--- config.mk ---
export PLATFORM = sky130hd
export DESIGN_NAME = message_framer_crc16
export DESIGN_NICKNAME = d
export VERILOG_FILES = /design/src/rtl/mfc_pkg.sv /design/src/rtl/mfc_queue.sv /design/src/rtl/mfc_front.sv /design/src/rtl/mfc_back.sv /design/src/rtl/message_framer_crc16.sv
export SDC_FILE = /design/constraint.sdc
export NUM_CORES = 1
export LEC_CHECK = 0
export ABC_CLOCK_PERIOD_IN_PS = 4350
export BUFFER_PORTS_ARGS = -buffer_cell sky130_fd_sc_hd__buf_4
export CAP_MARGIN = 20
export CORE_MARGIN = 2
export CORE_UTILIZATION = 61
export CTS_CLUSTER_DIAMETER = 150
export DETAILED_ROUTE_END_ITERATION = 6
export PLACE_DENSITY = 0.8
export SLEW_MARGIN = 20
export SYNTH_ARGS = -nofsm -noshare
export SYNTH_HDL_FRONTEND = slang
export SYNTH_HIERARCHICAL = 1
export SYNTH_SLANG_ARGS = --single-unit
export TNS_END_PERCENT = 30
--- constraint.sdc ---
create_clock -name i_clk -period 4.35 [get_ports i_clk]
set_input_delay 0.87 -clock i_clk [delete_from_list [all_inputs] [get_ports i_clk]]
set_output_delay 0.87 -clock i_clk [all_outputs]
set_load 0.01 [all_outputs]
--- src/rtl/mfc_pkg.sv ---
// Shared types, constants and the CRC byte update for the message framer.
`timescale 1ns / 1ps

package mfc_pkg;

    localparam logic [15:0] CRC_INIT = 16'hFFFF;
    localparam logic [15:0] CRC_POLY = 16'hA001;
    localparam logic [7:0]  LEN_BIAS = 8'h05;

    localparam logic       OP_START = 1'b0;
    localparam logic       OP_DATA  = 1'b1;

    localparam logic [1:0] CFG_START_MARKER = 2'd0;
    localparam logic [1:0] CFG_END_MARKER   = 2'd1;
    localparam logic [1:0] CFG_OWN_ADDRESS  = 2'd2;

    // Steps within a header command
    localparam logic [2:0] STEP_START  = 3'd0;
    localparam logic [2:0] STEP_OWN    = 3'd1;
    localparam logic [2:0] STEP_DEST   = 3'd2;
    localparam logic [2:0] STEP_FNUM   = 3'd3;
    localparam logic [2:0] STEP_LEN    = 3'd4;
    localparam logic [2:0] STEP_CODE   = 3'd5;
    localparam logic [2:0] STEP_HCRC   = 3'd6;
    localparam logic [2:0] STEP_HEND   = 3'd7;
    // Steps within a data command
    localparam logic [2:0] STEP_DATA   = 3'd0;
    localparam logic [2:0] STEP_DCRC   = 3'd1;
    localparam logic [2:0] STEP_DEND   = 3'd2;

    typedef struct packed {
        logic [7:0] start_marker;
        logic [7:0] end_marker;
        logic [7:0] own_address;
    } t_cfg;

    // One classified item: error, header (with or without close) or data
    typedef struct packed {
        logic       err;
        logic       hdr;
        logic       close;
        logic [7:0] dest_or_data;
        logic [7:0] frame_num;
        logic [7:0] len;
        logic [7:0] code;
    } t_cmd;

    function automatic logic [15:0] crc_byte(input logic [15:0] crc, input logic [7:0] b);
        logic [15:0] c;
        c = crc ^ {8'h00, b};
        for (int k = 0; k < 8; k++) begin
            if (c[0]) begin
                c = (c >> 1) ^ CRC_POLY;
            end else begin
                c = c >> 1;
            end
        end
        return c;
    endfunction

endpackage

--- src/rtl/mfc_queue.sv ---
// Small flop-based command queue between front and back.
`timescale 1ns / 1ps

module mfc_queue
    import mfc_pkg::*;
#(
    parameter int DEPTH = 4
) (
    input  logic i_clk,
    input  logic i_rst_n,
    input  logic i_push,
    input  t_cmd i_push_cmd,
    input  logic i_pop,
    output t_cmd o_head,
    output logic o_empty,
    output logic o_full
);

    localparam int PTR_W = (DEPTH > 1) ? $clog2(DEPTH) : 1;
    localparam int CNT_W = $clog2(DEPTH + 1);
    localparam logic [PTR_W-1:0] PTR_LAST = PTR_W'(DEPTH - 1);
    localparam logic [CNT_W-1:0] CNT_FULL = CNT_W'(DEPTH);

    t_cmd             r_mem [DEPTH];
    logic [PTR_W-1:0] r_wr_ptr, n_wr_ptr;
    logic [PTR_W-1:0] r_rd_ptr, n_rd_ptr;
    logic [CNT_W-1:0] r_count, n_count;

    assign o_empty = (r_count == '0);
    assign o_full  = (r_count == CNT_FULL);
    assign o_head  = r_mem[r_rd_ptr];

    always_comb begin
        n_wr_ptr = r_wr_ptr;
        n_rd_ptr = r_rd_ptr;
        n_count  = r_count;
        if (i_push) begin
            n_wr_ptr = (r_wr_ptr == PTR_LAST) ? '0 : r_wr_ptr + 1'b1;
        end
        if (i_pop) begin
            n_rd_ptr = (r_rd_ptr == PTR_LAST) ? '0 : r_rd_ptr + 1'b1;
        end
        if (i_push && !i_pop) begin
            n_count = r_count + 1'b1;
        end else if (!i_push && i_pop) begin
            n_count = r_count - 1'b1;
        end
    end

    always_ff @(posedge i_clk) begin
        if (!i_rst_n) begin
            r_wr_ptr <= '0;
            r_rd_ptr <= '0;
            r_count  <= '0;
        end else begin
            r_wr_ptr <= n_wr_ptr;
            r_rd_ptr <= n_rd_ptr;
            r_count  <= n_count;
        end
    end

    always_ff @(posedge i_clk) begin
        if (i_push) begin
            r_mem[r_wr_ptr] <= i_push_cmd;
        end
    end

endmodule

--- src/rtl/mfc_front.sv ---
// Front end: accepts input beats, tracks frame state and classifies each item.
`timescale 1ns / 1ps

module mfc_front
    import mfc_pkg::*;
(
    input  logic       i_clk,
    input  logic       i_rst_n,
    input  logic       i_valid,
    input  logic       i_opcode,
    input  logic [7:0] i_dest_address,
    input  logic [7:0] i_function_code,
    input  logic [7:0] i_payload_count,
    input  logic [7:0] i_payload_byte,
    input  logic       i_queue_full,
    output logic       o_stall,
    output logic       o_push,
    output t_cmd       o_push_cmd
);

    logic       r_frame_open, n_frame_open;
    logic [7:0] r_bytes_left, n_bytes_left;
    logic [7:0] r_frame_num,  n_frame_num;
    logic       accept;
    logic [7:0] fnum_inc;

    assign o_stall  = i_queue_full;
    assign accept   = i_valid && !i_queue_full;
    assign o_push   = accept;
    assign fnum_inc = r_frame_num + 8'd1;

    always_comb begin
        n_frame_open = r_frame_open;
        n_bytes_left = r_bytes_left;
        n_frame_num  = r_frame_num;
        o_push_cmd.err          = 1'b0;
        o_push_cmd.hdr          = 1'b0;
        o_push_cmd.close        = 1'b0;
        o_push_cmd.dest_or_data = i_payload_byte;
        o_push_cmd.frame_num    = fnum_inc;
        o_push_cmd.len          = i_function_code + i_payload_count + LEN_BIAS;
        o_push_cmd.code         = i_function_code;
        if (i_opcode == OP_START) begin
            o_push_cmd.dest_or_data = i_dest_address;
            if (r_frame_open) begin
                o_push_cmd.err = 1'b1;
            end else begin
                o_push_cmd.hdr = 1'b1;
                o_push_cmd.close = (i_payload_count == 8'd0);
                n_frame_num  = fnum_inc;
                n_frame_open = (i_payload_count != 8'd0);
                n_bytes_left = i_payload_count;
            end
        end else begin
            if (!r_frame_open) begin
                o_push_cmd.err = 1'b1;
            end else begin
                o_push_cmd.close = (r_bytes_left == 8'd1);
                n_bytes_left = r_bytes_left - 8'd1;
                n_frame_open = (r_bytes_left != 8'd1);
            end
        end
    end

    always_ff @(posedge i_clk) begin
        if (!i_rst_n) begin
            r_frame_open <= 1'b0;
            r_bytes_left <= '0;
            r_frame_num  <= '0;
        end else if (accept) begin
            r_frame_open <= n_frame_open;
            r_bytes_left <= n_bytes_left;
            r_frame_num  <= n_frame_num;
        end
    end

endmodule

--- src/rtl/mfc_back.sv ---
// Back end: expands queued commands into frame bytes, runs the CRC, holds the output beat.
`timescale 1ns / 1ps

module mfc_back
    import mfc_pkg::*;
(
    input  logic       i_clk,
    input  logic       i_rst_n,
    input  t_cfg       i_cfg,
    input  t_cmd       i_head,
    input  logic       i_empty,
    output logic       o_pop,
    input  logic       i_stall,
    output logic       o_valid,
    output logic [7:0] o_frame_byte,
    output logic       o_frame_end,
    output logic       o_item_error,
    output logic       o_last_of_run
);

    logic [2:0]  r_step;
    logic [15:0] r_crc, n_crc;
    logic        r_valid;
    logic [7:0]  r_byte;
    logic        r_end, r_err, r_last;

    logic        out_free, fire, is_last;
    logic [2:0]  last_step;
    logic [7:0]  cur_byte;
    logic        cur_feed, cur_end;
    logic [15:0] crc_base;

    assign out_free = !r_valid || !i_stall;
    assign fire     = !i_empty && out_free;
    assign is_last  = (r_step == last_step);
    assign o_pop    = fire && is_last;

    always_comb begin
        if (i_head.err) begin
            last_step = STEP_START;
        end else if (i_head.hdr) begin
            last_step = i_head.close ? STEP_HEND : STEP_CODE;
        end else begin
            last_step = i_head.close ? STEP_DEND : STEP_DATA;
        end
    end

    always_comb begin
        cur_byte = 8'h00;
        cur_feed = 1'b0;
        cur_end  = 1'b0;
        if (i_head.err) begin
            cur_byte = 8'h00;
        end else if (i_head.hdr) begin
            cur_feed = 1'b1;
            case (r_step)
                STEP_START: cur_byte = i_cfg.start_marker;
                STEP_OWN:   cur_byte = i_cfg.own_address;
                STEP_DEST:  cur_byte = i_head.dest_or_data;
                STEP_FNUM:  cur_byte = i_head.frame_num;
                STEP_LEN:   cur_byte = i_head.len;
                STEP_CODE:  cur_byte = i_head.code;
                STEP_HCRC: begin
                    cur_byte = r_crc[7:0];
                    cur_feed = 1'b0;
                end
                default: begin
                    cur_byte = i_cfg.end_marker;
                    cur_feed = 1'b0;
                    cur_end  = 1'b1;
                end
            endcase
        end else begin
            case (r_step)
                STEP_DATA: begin
                    cur_byte = i_head.dest_or_data;
                    cur_feed = 1'b1;
                end
                STEP_DCRC: cur_byte = r_crc[7:0];
                default: begin
                    cur_byte = i_cfg.end_marker;
                    cur_end  = 1'b1;
                end
            endcase
        end
    end

    always_comb begin
        crc_base = (i_head.hdr && r_step == STEP_START) ? CRC_INIT : r_crc;
        n_crc    = r_crc;
        if (cur_feed) begin
            n_crc = crc_byte(crc_base, cur_byte);
        end else if (cur_end) begin
            n_crc = CRC_INIT;
        end
    end

    always_ff @(posedge i_clk) begin
        if (!i_rst_n) begin
            r_valid <= 1'b0;
            r_step  <= '0;
            r_crc   <= CRC_INIT;
        end else if (fire) begin
            r_valid <= 1'b1;
            r_step  <= is_last ? 3'd0 : r_step + 3'd1;
            r_crc   <= n_crc;
        end else if (out_free) begin
            r_valid <= 1'b0;
        end
    end

    always_ff @(posedge i_clk) begin
        if (fire) begin
            r_byte <= cur_byte;
            r_end  <= cur_end;
            r_err  <= i_head.err;
            r_last <= is_last;
        end
    end

    assign o_valid       = r_valid;
    assign o_frame_byte  = r_byte;
    assign o_frame_end   = r_end;
    assign o_item_error  = r_err;
    assign o_last_of_run = r_last;

endmodule

--- src/rtl/message_framer_crc16.sv ---
// Message framer with CRC-16/Modbus: top level with configuration registers.
// An item's first result beat passes the command queue, then the output register.
// Back end: one result beat per cycle unless the queue is empty or output stalled;
// beats per item: data 1, closing data 3, start 6 (8 for zero payload count), error 1.
// Input stalls only when the command queue (QUEUE_DEPTH entries) is full.
// Reset (synchronous, active low) empties the queue and output, clears frame state,
// sets the CRC to all ones and the marker and address registers to zero.
`timescale 1ns / 1ps

module message_framer_crc16
    import mfc_pkg::*;
#(
    parameter int QUEUE_DEPTH = 4
) (
    input  logic       i_clk,
    input  logic       i_rst_n,
    input  logic       i_cfg_wr_en,
    input  logic [1:0] i_cfg_index,
    input  logic [7:0] i_cfg_data,
    input  logic       i_valid,
    output logic       o_stall,
    input  logic       i_opcode,
    input  logic [7:0] i_dest_address,
    input  logic [7:0] i_function_code,
    input  logic [7:0] i_payload_count,
    input  logic [7:0] i_payload_byte,
    output logic       o_valid,
    input  logic       i_stall,
    output logic [7:0] o_frame_byte,
    output logic       o_frame_end,
    output logic       o_item_error,
    output logic       o_last_of_run
);

    t_cfg r_cfg;
    t_cmd push_cmd, head;
    logic push, pop, q_empty, q_full;

    always_ff @(posedge i_clk) begin
        if (!i_rst_n) begin
            r_cfg <= '0;
        end else if (i_cfg_wr_en) begin
            case (i_cfg_index)
                CFG_START_MARKER: r_cfg.start_marker <= i_cfg_data;
                CFG_END_MARKER:   r_cfg.end_marker   <= i_cfg_data;
                CFG_OWN_ADDRESS:  r_cfg.own_address  <= i_cfg_data;
                default: ;
            endcase
        end
    end

    mfc_front u_front (
        .i_clk           (i_clk),
        .i_rst_n         (i_rst_n),
        .i_valid         (i_valid),
        .i_opcode        (i_opcode),
        .i_dest_address  (i_dest_address),
        .i_function_code (i_function_code),
        .i_payload_count (i_payload_count),
        .i_payload_byte  (i_payload_byte),
        .i_queue_full    (q_full),
        .o_stall         (o_stall),
        .o_push          (push),
        .o_push_cmd      (push_cmd)
    );

    mfc_queue #(
        .DEPTH (QUEUE_DEPTH)
    ) u_queue (
        .i_clk      (i_clk),
        .i_rst_n    (i_rst_n),
        .i_push     (push),
        .i_push_cmd (push_cmd),
        .i_pop      (pop),
        .o_head     (head),
        .o_empty    (q_empty),
        .o_full     (q_full)
    );

    mfc_back u_back (
        .i_clk         (i_clk),
        .i_rst_n       (i_rst_n),
        .i_cfg         (r_cfg),
        .i_head        (head),
        .i_empty       (q_empty),
        .o_pop         (pop),
        .i_stall       (i_stall),
        .o_valid       (o_valid),
        .o_frame_byte  (o_frame_byte),
        .o_frame_end   (o_frame_end),
        .o_item_error  (o_item_error),
        .o_last_of_run (o_last_of_run)
    );

endmodule

==> results of run 1 <==
-- per-layer routing --
layer,up-vias,GRT usage (%)
met5,-,0
met4,0,7.02
met3,40,3.78
met2,232,43.8
met1,3244,35.6
li1,2983,-
-- through the flow --
step | hold WS, ns | util (%) | instance area, um^2
after global placement | 0.448 | 65.5 | 10900
final | 0.477 | 70.1 | 11600
after floorplan | 0.435 | - | 10300
after global routing | 0.488 | 70.1 | 11600
after CTS | 0.475 | 70.1 | 11600
after detailed placement | 0.459 | 65.5 | 10900
-- critical path, cell delays in order (launching register included) --
cell	delay, ns
dfxtp_1	0.80
buf_4	0.35
mux4_2	0.37
or2_2	0.30
a21oi_1	0.13
a21oi_1	0.09
o21ai_0	0.32
and2_1	0.30
inv_1	0.11
ha_1	0.23
inv_1	0.09
fa_1	0.17
xor2_1	0.07
or3_1	0.30
a21boi_0	0.19
-- area by class of cell --
class | instances | area share, %
flip-flops and latches | 221 | 51.1
clock inverters | 8 | 1.15
multi-input cells | 461 | 34.1
inverters | 34 | 1.10
well taps | 220 | 2.37
clock buffers | 32 | 5.41
repair buffers | 75 | 4.84
-- cells by family after synthesis --
group                    Yosys count  share of synthesized area (%)
AO/OA/AOI/OAI                    130                           9.17
XOR/XNOR                          46                           4.64
adder cells (fa/ha/maj)           30                           3.78
buffers and inverters             79                           4.23
flip-flops                       221                           57.5
multiplexers                      80                           12.3
AND/OR/NAND/NOR                  175                           8.43
-- state kept, by name, indices dropped and copies added, names as in the netlist, named ones only --
signal                cells
u_back/o_item_error       1
u_queue/r_mem           140
u_front/r_frame_open      1
u_back/r_step             3
u_back/o_last_of_run      1
u_back/o_valid            1
u_back/o_frame_byte       8
u_queue/r_count           3
u_back/r_crc             16
u_queue/r_rd_ptr          2
u_front/r_frame_num       8
u_back/o_frame_end        1
u_front/r_bytes_left      8
r_cfg                    24
u_queue/r_wr_ptr          2
-- path summary, 6_finish.rpt --
check | from | slack [ns] | to | cells after the start
setup / recovery | flip-flop | 0.44 | u_queue/r_count[2] | 14
hold / removal | r_cfg[13] | 0.48 | r_cfg[13] | 2
setup reg to reg | flip-flop | 0.44 | u_queue/r_count[2] | 14
hold reg to reg | r_cfg[13] | 0.48 | r_cfg[13] | 2
-- cells in the final DEF, fill, tap and decap left out, types with 3 or more instances in the layout --
| cell | n |
|---|---|
| edfxtp_1 | 151 |
| o22ai_1 | 11 |
| ha_1 | 28 |
| xor2_1 | 16 |
| a221o_1 | 3 |
| nor2_1 | 36 |
| nand2b_1 | 3 |
| buf_4 | 75 |
| a21boi_0 | 6 |
| o21ai_0 | 21 |
| a22oi_1 | 10 |
| clkbuf_16 | 23 |
| nor4_1 | 6 |
| nand3b_1 | 3 |
| nand3_1 | 5 |
| a221oi_1 | 3 |
| o211ai_1 | 5 |
| bufinv_16 | 3 |
| a21oi_1 | 22 |
| o21a_1 | 3 |
| nor3_1 | 15 |
| mux2_2 | 11 |
| nor2b_1 | 13 |
| mux4_2 | 30 |
| dfxtp_1 | 69 |
| xnor2_1 | 24 |
| and2_1 | 14 |
| a22o_1 | 3 |
| or3_1 | 4 |
| a21o_1 | 5 |
| nand2_1 | 61 |
| mux2i_1 | 34 |
| a31oi_1 | 8 |
| a222oi_1 | 9 |
| inv_1 | 32 |
| o2bb2ai_1 | 3 |
| clkbuf_1 | 7 |
| mux4_1 | 5 |
-- power by group through the flow --
stage / Combinational, mW / Clock [mW] / Sequential [mW]
finish: 2.91 / 1.96 / 2.80
global route: 3.11 / 2.07 / 2.82
CTS: 2.89 / 1.99 / 2.80
detailed placement: 2.84 / 0 / 2.84
global placement: 2.76 / 0 / 2.82
floorplan: 2.26 / 0 / 2.77
==> results.sh, run 1 <==
export IMPL_yosysSeqAreaShare_pct=57.5
export IMPL_wirelength_met1_um=9370
export IMPL_dr_wl_met3_um=1250
export IMPL_critPathMaxFanout=15
export IMPL_seq_power_share_pct=36.5
export IMPL_finClkSkew_ns=0.00981
export IMPL_post_route_worst_setup_slack_ns=0.440
export IMPL_insertion_delay_ns=0.50
export IMPL_die_x_um=134
export IMPL_routed_wl_um=22700
export IMPL_synth_async_sr_flop_share_pct=0
export IMPL_vias=6499
export IMPL_htreeDepth=1
export IMPL_hold_viol=0
export IMPL_place_congestion=0.917
export IMPL_p_comb_share_pct=38.0
export IMPL_ys_seq_elements=221
export IMPL_switchingPower_mw=2.49
export IMPL_setup_viol=0
export IMPL_fin_cells=1051
export IMPL_clock_sink_count=221
export IMPL_io_pins=61
export IMPL_synth_edf_count=151
export IMPL_track_usage_pct=25.9
export IMPL_postSynthNetCount=839
export IMPL_synth_cell_types=72
export IMPL_cap_violations=0
export IMPL_synth_area_mm2=0.0103
export IMPL_cts_buffer_depth=3
export IMPL_die_area_mm2=0.0180
export IMPL_yosysMostFrequentCell="edfxtp_1"
export IMPL_ir_drop_uv=424
export IMPL_seq_area_mm2=0.00594
export IMPL_drtPass1Iterations=7
export IMPL_cts_setup_buffers=0
export IMPL_p_total_mw=7.66
export IMPL_power_leakage_nw=4.33
export IMPL_grt_pass1_wl_um=35900
export IMPL_grt_pass1_vias=6583
export IMPL_arrival_ns=4.33
export IMPL_routed_top_layer="met4"
export IMPL_clk_pin_slew_ns=0.06
export IMPL_dpl_hpwl_um=15500
export IMPL_multi_input_comb_area_mm2=0.00396
export IMPL_layout_drive_gt1_share_pct=20.2
export IMPL_p_sw_share_pct=32.4
export IMPL_setup_tns_ns=0
export IMPL_cts_tree="done"
export IMPL_critPathKind="flip-flop to flip-flop"
export IMPL_yosys_warnings=6
export IMPL_max_slew_margin_pct=29.1
export IMPL_numCtsBuffers=22
export IMPL_hold_class="flip-flop to flip-flop"
export IMPL_synth_top_area_cell="edfxtp_1"
export IMPL_synth_area_leaders="edfxtp_1 (44%), dfxtp_1 (14%), mux4_2 (6.5%), ha_1 (3.4%), mux2i_1 (3.3%)"
export IMPL_endpoint_kind="flip-flop"
export IMPL_via_per_inst=6.18
export IMPL_dp_slack_ns=0.509
export IMPL_yosys_area_top_type_share_pct=43.9
export IMPL_synthTopCellsByCount="edfxtp_1 (151), dfxtp_1 (70), nand2_1 (61), nor2_1 (36), mux2i_1 (34)"
export IMPL_worstPathRequired_ns=4.77
export IMPL_synth_ff_type="edfxtp_1"
export IMPL_wl_per_cell_um=21.6
export IMPL_drtIter0Drc=689
export IMPL_initial_core_util_pct=62.3
export IMPL_fillCellCount=1116
export IMPL_area_growth_pct=12.6
export IMPL_synthCells=761
export IMPL_status="finished clean"
export IMPL_cts_resized=0
export IMPL_p_per_area_mw_per_mm2=659
export IMPL_globalRoute_totalOverflow=0
export IMPL_clkPwrFrac_pct=25.5
export IMPL_detail_route_antenna_nets=0
export IMPL_maxSlewViolCount=0
export IMPL_min_period_ns=3.91
export IMPL_fmax_mhz=256
export IMPL_clock_tree_root_cell="clkbuf_16"
export IMPL_p_int_mw=5.17
export IMPL_tightest_slew_ns=1.06
export IMPL_avgSynthCellArea_um2=13.6
export IMPL_antenna_cells=0
export IMPL_die_h_um=134
export IMPL_layout_nets=893
export IMPL_drc=0
export IMPL_worst_setup_path_start_kind="flip-flop"
export IMPL_hold_buffers=0
export IMPL_grt_max_degree=74
export IMPL_fp_coreArea_mm2=0.0166
export IMPL_io_buffer_count=60
export IMPL_fp_row_count=47
export IMPL_fin_crit_sh_pct=89.9
export IMPL_rsz0062_at_grt="false"
export IMPL_met2_length_um=11500
export IMPL_antenna_found_initial=0
export IMPL_dpl_cell_count=1011
No activity file was read; power rests on OpenSTA's default activity.
==> inputs of run 2 (changes only) <==
--- a/config.mk
+++ b/config.mk
@@ -7,12 +7,10 @@
 export LEC_CHECK = 0
 export ABC_CLOCK_PERIOD_IN_PS = 4350
 export BUFFER_PORTS_ARGS = -buffer_cell sky130_fd_sc_hd__buf_4
-export CAP_MARGIN = 20
 export CORE_MARGIN = 2
-export CORE_UTILIZATION = 61
+export CORE_UTILIZATION = 35
 export CTS_CLUSTER_DIAMETER = 150
 export DETAILED_ROUTE_END_ITERATION = 6
-export PLACE_DENSITY = 0.8
 export SLEW_MARGIN = 20
 export SYNTH_ARGS = -nofsm -noshare
 export SYNTH_HDL_FRONTEND = slang
==> results.sh, run 2 (synthesis gave the netlist of run 1 again) <==
export IMPL_drtIter0Drc=539
export IMPL_p_total_mw=7.56
export IMPL_io_pins=61
export IMPL_io_buffer_count=60
export IMPL_p_per_area_mw_per_mm2=640
export IMPL_antenna_cells=0
export IMPL_antenna_found_initial=0
export IMPL_fillCellCount=2679
export IMPL_grt_max_degree=74
export IMPL_max_slew_margin_pct=31.1
export IMPL_vias=6227
export IMPL_setup_tns_ns=0
export IMPL_final_common_cell="edfxtp_1"
export IMPL_worst_setup_path_start_kind="flip-flop"
export IMPL_critPathMaxFanout=27
export IMPL_fmax_mhz=270
export IMPL_cap_violations=0
export IMPL_initial_core_util_pct=35.8
export IMPL_place_congestion=0.854
export IMPL_fin_crit_sh_pct=85.1
export IMPL_globalRoute_totalOverflow=0
export IMPL_setup_viol=0
export IMPL_hold_class="flip-flop to flip-flop"
export IMPL_drtPass1Iterations=6
export IMPL_post_route_worst_setup_slack_ns=0.650
export IMPL_dpl_hpwl_um=15600
export IMPL_mostFrequentLayoutCells="edfxtp_1 (151), buf_4 (72), dfxtp_1 (69), nand2_1 (61), nor2_1 (36)"
export IMPL_wl_per_cell_um=18.7
export IMPL_fp_row_count=62
export IMPL_drc=0
export IMPL_fp_coreArea_mm2=0.0289
export IMPL_status="finished clean"
export IMPL_tightest_slew_ns=1.03
export IMPL_track_usage_pct=14.7
export IMPL_finClkSkew_ns=0.0142
export IMPL_largestRegisters="u_queue/r_mem: 140 flops, r_cfg: 24 flops, u_back/r_crc: 16 flops"
export IMPL_power_leakage_nw=4.32
export IMPL_detail_route_antenna_nets=0
export IMPL_die_x_um=176
export IMPL_worstPathRequired_ns=4.80
export IMPL_r2r_slack_ns=0.65
export IMPL_cts_tree="done"
export IMPL_layout_nets=893
export IMPL_grt_pass1_wl_um=35200
export IMPL_layout_drive_gt1_share_pct=20.0
export IMPL_area_growth_pct=14.4
export IMPL_numCtsBuffers=24
export IMPL_min_period_ns=3.70
export IMPL_rsz0062_at_grt="false"
export IMPL_clock_tree_root_cell="clkbuf_16"
export IMPL_die_area_mm2=0.0309
export IMPL_critPathKind="flip-flop to flip-flop"
export IMPL_hold_viol=0
export IMPL_clk_pin_slew_ns=0.06
export IMPL_ir_drop_uv=313
export IMPL_routed_wl_um=22800
export IMPL_clock_sink_count=221
export IMPL_cts_buffer_depth=3
export IMPL_via_per_inst=5.12
export IMPL_insertion_delay_ns=0.53
export IMPL_hold_buffers=0
export IMPL_largest_register_ffs=140
export IMPL_endpoint_kind="flip-flop"
export IMPL_die_h_um=176
export IMPL_regMostFlops="u_queue/r_mem"
export IMPL_cts_resized=0
export IMPL_maxSlewViolCount=0
export IMPL_arrival_ns=4.15
export IMPL_cts_setup_buffers=0
export IMPL_dp_slack_ns=0.745
export IMPL_grt_pass1_vias=6059
export IMPL_htreeDepth=1
==> run 2: stage by stage <==
stage                     hold WS [ns]  util [%]  instance area, um^2  instances
final                            0.469      40.9                11800       1217
after global routing             0.479      40.9                11800       1217
after CTS                        0.468      40.9                11800       1217
after detailed placement         0.452      38.4                11100       1173
after global placement           0.447      38.4                11100       1173
after floorplan                  0.435         -                10300        761
==> run 2: cell type report <==
| cell class | count | area, um^2 | share of cell area [%] |
|---|---|---|---|
| Timing Repair Buffer | 73 | 561 | 4.74 |
| Sequential cell | 221 | 5940 | 50.2 |
| Inverter | 34 | 128 | 1.08 |
| Clock buffer | 34 | 658 | 5.57 |
| Multi-Input combinational cell | 461 | 3960 | 33.5 |
| Tap cell | 384 | 480 | 4.07 |
| Clock inverter | 10 | 90.1 | 0.762 |
==> run 2: final timing paths <==
kind,from,end,cells past startpoint
setup / recovery,u_back/r_step[0],u_back/r_crc[0],10
hold / removal,r_cfg[19],r_cfg[19],2
setup reg to reg,u_back/r_step[0],u_back/r_crc[0],10
hold reg to reg,r_cfg[19],r_cfg[19],2
==> run 2: power by group <==
part           internal, mW  switching [mW]
combinational          1.37            1.52
clock                  1.12           0.806
sequential             2.60           0.148
==> run 2: critical path: stages (launching register included) <==
cell,delay (ns)
dfxtp_1,0.43
inv_1,0.11
ha_1,0.54
o41ai_4,0.75
a21o_1,0.17
o221ai_2,0.15
xnor3_1,0.47
xor2_1,0.18
xnor3_1,0.29
xor3_1,0.38
a21oi_1,0.14
==> run 2: routing by layer <==
metal	vias to the layer above	part of all wire, %	track usage, %
met4	0	1.7	2.96
met3	32	5.7	2.62
met2	164	46	23.6
met5	-	0	0
met1	3053	47	21.0
li1	2978	-	-
==> inputs of run 3 (changes only) <==
--- a/config.mk
+++ b/config.mk
@@ -5,10 +5,9 @@
 export SDC_FILE = /design/constraint.sdc
 export NUM_CORES = 1
 export LEC_CHECK = 0
-export ABC_CLOCK_PERIOD_IN_PS = 4350
 export BUFFER_PORTS_ARGS = -buffer_cell sky130_fd_sc_hd__buf_4
 export CORE_MARGIN = 2
-export CORE_UTILIZATION = 35
+export CORE_UTILIZATION = 40
 export CTS_CLUSTER_DIAMETER = 150
 export DETAILED_ROUTE_END_ITERATION = 6
 export SLEW_MARGIN = 20
==> results.sh, run 3 (synthesis gave the netlist of run 1 again) <==
export IMPL_status="finished clean"
export IMPL_min_period_ns=3.71
export IMPL_arrival_ns=4.15
export IMPL_io_pins=61
export IMPL_cap_violations=0
export IMPL_power_leakage_nw=4.32
export IMPL_initial_core_util_pct=40.9
export IMPL_p_total_mw=7.56
export IMPL_cts_tree="done"
export IMPL_stdcell_area_mm2=0.0118
export IMPL_die_x_um=165
export IMPL_post_route_worst_setup_slack_ns=0.643
export IMPL_postLayoutCoreUtil_pct=46.6
export IMPL_critPathMaxFanout=14
export IMPL_hold_buffers=0
export IMPL_drc=0
export IMPL_max_slew_margin_pct=39.3
export IMPL_p_per_area_mw_per_mm2=643
export IMPL_via_per_inst=5.36
export IMPL_fp_row_count=58
export IMPL_grt_pass1_vias=6259
export IMPL_critPathKind="flip-flop to flip-flop"
export IMPL_largestRegisters="u_queue/r_mem: 140 flops, r_cfg: 24 flops, u_back/r_crc: 16 flops"
export IMPL_r2r_slack_ns=0.64
export IMPL_mostFrequentLayoutCells="edfxtp_1 (151), buf_4 (74), dfxtp_1 (69), nand2_1 (61), nor2_1 (36)"
export IMPL_cpMostUsedCell="xnor3_1"
export IMPL_maxSlewViolCount=0
export IMPL_fmax_mhz=270
export IMPL_wl_per_cell_um=19.6
export IMPL_cp_top_family="XOR/XNOR gates"
export IMPL_crit_chain="mux4_1 > a222oi_1 > mux2i_1 > o221ai_2 > xnor3_1 > xor2_1 > xnor3_1 > xor3_1 > a21oi_1"
export IMPL_die_area_mm2=0.0271
export IMPL_whs_path_depth=2
export IMPL_largest_register_ffs=140
export IMPL_multi_input_comb_area_mm2=0.00396
export IMPL_rr_worst_depth=9
export IMPL_seq_area_mm2=0.00594
export IMPL_ir_drop_uv=456
export IMPL_endpoint_kind="flip-flop"
export IMPL_tightest_slew_ns=0.911
export IMPL_drtPass1Iterations=7
export IMPL_critPathBufInv=0
export IMPL_placed_cell_area_mm2=0.0110
export IMPL_detail_route_antenna_nets=0
export IMPL_cp_depth=9
export IMPL_rsz0062_at_grt="false"
export IMPL_area_growth_pct=13.8
export IMPL_layout_drive_gt1_share_pct=20.2
export IMPL_dpl_hpwl_um=15600
export IMPL_fillCellCount=2274
export IMPL_antenna_found_initial=1
export IMPL_htreeDepth=1
export IMPL_insertion_delay_ns=0.52
export IMPL_fin_crit_sh_pct=85.2
export IMPL_clock_tree_root_cell="clkbuf_16"
export IMPL_final_common_cell="edfxtp_1"
export IMPL_cp_slowest_cell="mux4_1"
export IMPL_setup_viol=0
export IMPL_die_h_um=165
export IMPL_drtIter0Drc=626
export IMPL_worstReg2RegEnd="u_back/r_crc[0]"
export IMPL_slowest_delay_ns=0.67
export IMPL_cts_setup_buffers=0
export IMPL_min_from="u_back/r_crc[12]"
export IMPL_cts_resized=0
export IMPL_layout_nets=895
export IMPL_worstPathRequired_ns=4.80
export IMPL_grt_max_degree=74
export IMPL_numCtsBuffers=24
export IMPL_io_buffer_count=60
export IMPL_clock_sink_count=221
export IMPL_cts_buffer_depth=3
export IMPL_fp_coreArea_mm2=0.0253
export IMPL_worst_setup_path_start_kind="flip-flop"
export IMPL_vias=6254
export IMPL_globalRoute_totalOverflow=0
export IMPL_place_congestion=0.835
export IMPL_hold_viol=0
export IMPL_dp_slack_ns=0.667
export IMPL_setup_tns_ns=0
export IMPL_routed_wl_um=22900
export IMPL_min_to="u_back/r_crc[12]"
export IMPL_clk_pin_slew_ns=0.06
export IMPL_finClkSkew_ns=0.00960
export IMPL_hold_class="flip-flop to flip-flop"
export IMPL_track_usage_pct=17.2
export IMPL_grt_pass1_wl_um=35500
export IMPL_regMostFlops="u_queue/r_mem"
==> run 3: cell types whose count changed in the layout (fill, tap and decap cells not counted) <==
cell | before | now
clkbuf_8 | 2 | 1
buf_4 | 72 | 74
clkinvlp_4 | 1 | 2
diode_2 | 0 | 1
clkinv_2 | 4 | 5
clkinv_4 | 1 | 0
==> run 3: cell type report <==
type                    count  share of cell area [%]
flip-flops and latches    221                    50.5
multi-input cells         461                    33.7
clock buffers              33                    5.48
repair buffers             75                    4.90
well taps                 330                    3.51
inverters                  34                    1.09
clock inverters            11                   0.798
diodes                      1                  0.0213
==> run 3: stage by stage <==
step                std cells  hold WS (ns)
detailed placement       1121         0.452
finish                   1166         0.473
global placement         1121         0.451
CTS                      1165         0.470
floorplan                 761         0.435
global route             1165         0.486
==> run 3: worst max path at each step <==
stage / start / end / slack (ns)
floorplan: flip-flop / u_back/r_crc[0] / 1.03
global placement: flip-flop / u_back/r_crc[0] / 0.71
detailed placement: flip-flop / u_back/r_crc[0] / 0.67
CTS: flip-flop / u_back/r_crc[0] / 0.62
global route: flip-flop / u_back/r_crc[0] / 0.40
finish: flip-flop / u_back/r_crc[0] / 0.64
==> run 3: worst register-to-register path, delay by kind of cell (launching register included) <==
kind | cells | cell delay (ns)
xor+xnor | 4 | 1.34
mux | 2 | 0.84
compound gates | 3 | 0.81
flops | 1 | 0.65
==> run 3: layer usage <==
metal	wire, um	vias up	track usage [%]
met5	0	-	0
met4	416	0	3.95
met3	1130	25	2.61
met2	10700	164	28.0
met1	10700	3078	24.4
li1	-	2987	-
==> run 3: power breakdown <==
part | switching (mW) | total (mW) | internal (mW)
registers | 0.179 | 2.78 | 2.60
clock network | 0.809 | 1.91 | 1.10
logic | 1.48 | 2.87 | 1.39
total | 2.47 | 7.56 | 5.09
